<file path="src/rtl/ptpr_pkg.sv">
package ptpr_pkg;

    // store geometry
    localparam int DEF_VIDEO_STORE_BYTES = 65536;
    localparam int PALETTE_STORE_BYTES   = 512;
    localparam int PALETTE_HALF          = PALETTE_STORE_BYTES / 2;
    localparam int NUM_PLANES            = 8;
    localparam int NUM_BANKS             = 8;

    // request commands
    localparam logic [1:0] CMD_VIDEO_WRITE   = 2'd0;
    localparam logic [1:0] CMD_PALETTE_WRITE = 2'd1;
    localparam logic [1:0] CMD_PLOT          = 2'd2;

    // register indexes
    localparam logic [2:0] REG_ORIGIN_X     = 3'd0;
    localparam logic [2:0] REG_ORIGIN_Y     = 3'd1;
    localparam logic [2:0] REG_FLIP_MODE    = 3'd2;
    localparam logic [2:0] REG_BPP          = 3'd3;
    localparam logic [2:0] REG_PALETTE_BASE = 3'd4;
    localparam logic [2:0] REG_IMAGE_WIDTH  = 3'd5;
    localparam logic [2:0] REG_IMAGE_HEIGHT = 3'd6;
    localparam logic [2:0] REG_TILE_BASE    = 3'd7;

    // supported bit depths
    localparam logic [3:0] BPP_2 = 4'd2;
    localparam logic [3:0] BPP_4 = 4'd4;
    localparam logic [3:0] BPP_8 = 4'd8;

    // register reset values
    localparam logic [3:0]  RST_BPP          = 4'd4;
    localparam logic [10:0] RST_IMAGE_WIDTH  = 11'd8;
    localparam logic [10:0] RST_IMAGE_HEIGHT = 11'd8;

    // byte offset of each bitplane from the row address
    localparam logic [5:0] PLANE_OFFS [NUM_PLANES] = '{
        6'd0, 6'd1, 6'd16, 6'd17, 6'd32, 6'd33, 6'd48, 6'd49
    };

    // video store write request
    typedef struct packed {
        logic        en;
        logic [15:0] addr;
        logic [7:0]  data;
    } vid_wr_t;

    // palette store write request
    typedef struct packed {
        logic       en;
        logic [8:0] addr;
        logic [7:0] data;
    } pal_wr_t;

endpackage

</file>
<file path="src/rtl/ptpr_palette.sv">
// palette split into even and odd byte halves so both color bytes read at once
module ptpr_palette
    import ptpr_pkg::*;
(
    input  logic        clk,
    input  pal_wr_t     wr,
    input  logic        rd_en,
    input  logic [7:0]  rd_index,
    output logic [15:0] color
);

    logic [7:0]  even_mem [PALETTE_HALF];
    logic [7:0]  odd_mem  [PALETTE_HALF];
    logic [15:0] color_reg;

    // byte writes and little-endian color read
    always_ff @(posedge clk)
    begin
        if (wr.en && !wr.addr[0])
        begin
            even_mem[wr.addr[8:1]] <= wr.data;
        end
        if (wr.en && wr.addr[0])
        begin
            odd_mem[wr.addr[8:1]] <= wr.data;
        end
        if (rd_en)
        begin
            color_reg <= {odd_mem[rd_index], even_mem[rd_index]};
        end
    end

    assign color = color_reg;

endmodule

</file>
<file path="config.mk">
export PLATFORM = sky130hd
export DESIGN_NAME = ptpr_palette
export DESIGN_NICKNAME = d
export VERILOG_FILES = /design/src/rtl/ptpr_pkg.sv /design/src/rtl/ptpr_palette.sv
export SDC_FILE = /design/constraint.sdc
export NUM_CORES = 2
export LEC_CHECK = 0
export BUFFER_PORTS_ARGS = -buffer_cell sky130_fd_sc_hd__buf_4
export CAP_MARGIN = 20
export CORE_ASPECT_RATIO = 0.7
export CORE_MARGIN = 2
export CORE_UTILIZATION = 42
export CTS_CLUSTER_SIZE = 10
export DETAILED_ROUTE_END_ITERATION = 8
export GPL_TIMING_DRIVEN = 0
export PLACE_DENSITY = 0.58
export SYNTH_ARGS = -nofsm -noshare
export SYNTH_HDL_FRONTEND = slang
export SYNTH_SLANG_ARGS = --single-unit
export TNS_END_PERCENT = 1
</file>
<file path="constraint.sdc">
create_clock -name clk -period 3.4 [get_ports clk]
set_clock_uncertainty 0.1 [all_clocks]
set_input_delay 0.34 -clock clk [delete_from_list [all_inputs] [get_ports clk]]
set_output_delay 0.34 -clock clk [all_outputs]
set_load 0.03 [all_outputs]
</file>
[Yosys cells after proc, flatten, opt, wreduce, memory -nomap -nowiden]
Memories as Yosys holds them, arrays and structs flattened. A register that Yosys moved wholly into a read port is not among the register bits.
Index checks and enable logic that the tools add are counted.
Word-level totals
  RAM bits: 4096
  bits in registers: 0
  logic and storage cells: 9
  memories: 2
Cells by class
  muxes and demuxes: 4
  reductions and logical operators: 3
Memory list
  even_mem: words 256, bits a word 8, read ports 1, clocked after memory_dff 1, write ports 1, RTL line ptpr_palette.sv:12  | logic [7:0] even_mem [PALETTE_HALF];
  odd_mem: words 256, bits a word 8, read ports 1, clocked after memory_dff 1, write ports 1, RTL line ptpr_palette.sv:13  | logic [7:0] odd_mem [PALETTE_HALF];
Operators with widths (count)
  $mux 1: 4
  $logic_and 1x1->1: 2
  $logic_not 1->1: 1

[Logic depth before layout (Yosys ltp)]
  depth after elaboration: 4
  depth in mapped cells: 13
  gate-level depth less buffers: 7

[Worst setup path before layout]
Ideal clock, no wire load.
  path kind: input to register
  from: input port rd_index[0]
  to: register color_reg[5] (netlist: color[5]), read port of even_mem (data pin)
  arrival: 2.364 ns
  library setup time: 0.264 ns
  data required time: 3.036 ns
  slack: 0.672 ns
  cell stages on the path: 8
  cells stage by stage: buf_6 buf_6 buf_4 buf_2 mux4_2 mux4_2 a211oi_1 nor3_2
RTL lines
  from (decl): RTL line ptpr_palette.sv:8  | input logic [7:0] rd_index,
  to (decl): RTL line ptpr_palette.sv:14  | logic [15:0] color_reg;

==> impl_metrics.toml <==
[final_layout]
fin_area_um2 = 181000
layout-drive-gt1-share_pct = 22.88
fill_cells = 30380
regArea_um2 = 123500
multiInputGateArea_um2 = 33020
nets = 8188
area_delta_synth_final_pct = 13.90
fin_util_pct = 48.18

[critical_path]
critPathArrivalTime_ns = 4.45
crit_family = "simple AND/OR/NAND/NOR gates"
required_ns = 3.98
cpMaxStageDelayCell = "nand3b_1"
startpoint = "rd_index[7]"
cp-end-kind = "register"
path_buf_inv = 3
path_cells = "buf_4 -> and3b_1 -> clkbuf_1 -> nand3b_1 -> clkbuf_2 -> a21oi_1 -> nor4_1 -> nand4_1 -> a31o_1 -> nor3_4"
cp-start-kind = "input pin"
path_max_fanout = 10
timing.rr.start = "even_mem[60][5]$_DFFE_PP_"
crit_type = "in2reg"
max_stage_delay_ns = 0.86

[floorplanning]
die_w_um = 739.2
dieArea_um2 = 383400
die_y_um = 518.7
num_io_pins = 44
num_rows = 188
core_area_um2 = 375700
initial_utilization_pct = 42.30

[synth]
ys_ff_latch = 4112
seq_area_frac_synth_pct = 77.70
avgSynthCellArea_um2 = 21.16
synth-main-ff-cell = "edfxtp_1"
netlist_area_um2 = 158900
synth-async-reset-ratio_pct = 0
syn_nets = 7539
synth_cells = 7511
ys_warn_count = 0
yosysUniqueCellTypes = 52
synth_edf_count = 4112

[routing]
first_iter_violations = 18630
wirelength_um = 593000
drcViolationCount = 0
first_pass_iters = 7
wl_per_cell_um = 44.66
antenna_left = 0
via_per_inst = 6.769
num_vias = 89880

[timing]
fmax_mhz = 258.6
worst_pin_slew_ns = 1.337
grt_setup_unrepaired = "true"
min_period_ns = 3.867
slew_viol_final = 0
setup-violations-final = 353
slew_headroom_pct = 10.84
fin_ws_ns = -0.4673
hold_violations = 0
fin_crit_sh_pct = 113.7

[status]
violations = "setup timing"
outcome = "finished, violations left"

[clock_tree]
cts-root-buf = "clkbuf_16"
clk_pin_slew_ns = 0.06
clock-sinks = 4112
insertion_delay_ns = 1.00
cts_tree = "done"
cts_buffer_depth = 4
h-tree-depth = 5
cts_inserted_buffers = 455

[placement]
gp_congestion = 1.028
placed_cell_area_um2 = 168200
place_hpwl_um = 416000
portBuffers = 36

[power_and_ir_drop]
p_comb_share_pct = 6.7
p_clk_share_pct = 40.5
power.total_mw = 105.9
p_per_area_nw_per_um2 = 584.9
max-vdd-ir-drop_uv = 452.0
switching_share_pct = 22.98
p_int_mw = 81.54
power_frac_seq_pct = 52.8
p_sw_mw = 24.33
leakage_nw = 56.29

[hold_path]
hp-start = "wr[11]"
hold_path.class = "in2reg"

[global_routing]
grtUsageTotal_pct = 30.20
grt_pass1_wl_um = 768500
grt_max_degree = 157
antenna_found_initial = 73
overflow = 0
first_global_vias = 82740

[job]
maxCapViolCount = 0
what timing repair did:
item                       4_1_cts  5_1_grt
buffers inserted                 0        0
hold buffers                    13        0
setup endpoints to repair      939       16
resized for setup              167       16
hold endpoints to repair       735        0
pin swaps                        1        1
kinds of logic after synthesis:
family / count (synthesis) / share of synthesized area [%]
mux: 1307 / 14.63
flops: 4112 / 77.70
compound gates: 863 / 3.903
simple gates: 741 / 2.008
buf+inv: 488 / 1.757
synth_stat cells, drive strengths merged (2+ instances only):
cell type  instances  area, um2
a21oi            186      930.9
nand2             40      150.1
a22o              16      140.1
o32ai              4      35.03
o211ai            30      225.2
a22oi            193       1449
or4               23      172.7
nand4             17      106.4
nor3              44      230.2
edfxtp          4112     123500
o31ai              7      52.55
a221oi            14      122.6
or3                4      25.02
and2               2      12.51
a211o              7      61.31
o21ai             33      165.2
a2111oi            4      41.29
buf              229       1819
a211oi            20      150.1
mux4             813      18310
nor4              15      93.84
nand3b             2      15.01
clkbuf           257      964.7
a31o               3      26.28
o221ai           242       2145
nor2b             15      93.84
nand2b             6      37.54
nor2             531       1993
o21a               3      22.52
mux2i            494       4945
and3              20      125.1
o22ai             99      619.3
nand3             16      80.08
per-stage QoR:
| stage | worst slack, ns | TNS [ns] | hold WS (ns) | std cells |
|---|---|---|---|---|
| after floorplan | 0.6719 | 0 | 0.3389 | 7511 |
| after global placement | -3.898 | - | 0.6929 | 12580 |
| after detailed placement | -2.478 | -2592.03 | 0.6940 | 12710 |
| after CTS | -0.06362 | -0.1134 | 0.009912 | 13210 |
| after global routing | -0.1824 | -1.207 | 0.09300 | 13240 |
| final | -0.4673 | -26.09 | 0.06379 | 13280 |
worst register-to-register path: cells and delay by family, from the launching register on:
kind,cells,cell delay [ns]
AO/OA/AOI/OAI,3,1.21
AND/OR/NAND/NOR,2,1.08
multiplexers,1,0.49
flip-flops,1,0.37
cells in the final DEF, fill, tap and decap left out, types with 10 or more instances in the layout:
cell type,netlist,layout
o221ai_1,238,231
buf_4,48,112
nor3_1,42,32
o221ai_2,4,11
clkbuf_16,0,460
o22ai_1,99,99
buf_12,7,38
a22oi_1,193,193
clkbuf_1,257,155
nand3_1,16,16
a22o_1,16,16
a211oi_1,20,15
buf_16,0,39
a21oi_1,186,180
buf_6,63,98
buf_2,64,49
dlygate4sd3_1,0,13
nor2_1,531,505
buf_8,10,57
clkbuf_4,0,10
diode_2,0,55
nand4_1,17,17
nor4_1,15,15
and3_1,20,20
nand2_1,40,39
o21ai_0,33,22
or4_1,23,21
mux2i_1,494,494
buf_1,37,12
clkbuf_2,0,97
a221oi_1,14,14
nor2_2,0,25
nor2b_1,15,13
o211ai_1,30,30
mux4_2,813,813
edfxtp_1,4112,4112
power groups by stage:
stage	registers (mW)	clock network [mW]	logic, mW
5_1_grt	55.9	44.6	7.03
2_1_floorplan	57.0	0	2.61
3_5_place_dp	57.0	0	6.64
4_1_cts	55.9	42.7	6.73
3_3_place_gp	57.2	0	6.26
6_report	55.9	42.8	7.12
layer usage:
metal	global-route usage, %	wire (um)	vias up
li1	-	-	32840
met1	43.09	228700	48030
met2	38.28	228400	7769
met3	17.06	111900	1177
met4	10.14	22890	68
met5	0.6082	1162	-
path summary, 6_finish.rpt:
| check | endpoint | slack (ns) | cells past startpoint |
|---|---|---|---|
| setup / recovery | color[1]$_DFFE_PP_ | -0.47 | 10 |
| hold reg to reg | color[13]$_DFFE_PP_ | 1.06 | 5 |
| hold / removal | even_mem[9][6]$_DFFE_PP_ | 0.06 | 4 |
| setup reg to reg | color[5]$_DFFE_PP_ | -0.11 | 6 |
layout make-up:
type | instances | area share, %
sequential | 4112 | 68.22
buffer | 481 | 1.705
inverter | 2 | 0.005530
clock buffer | 467 | 6.362
clock inverter | 19 | 0.1624
timing repair buffer | 197 | 1.748
multi-input combinational | 2911 | 18.24
tap | 5035 | 3.481
antenna | 55 | 0.07604
Power figures use the tool's default switching activity.
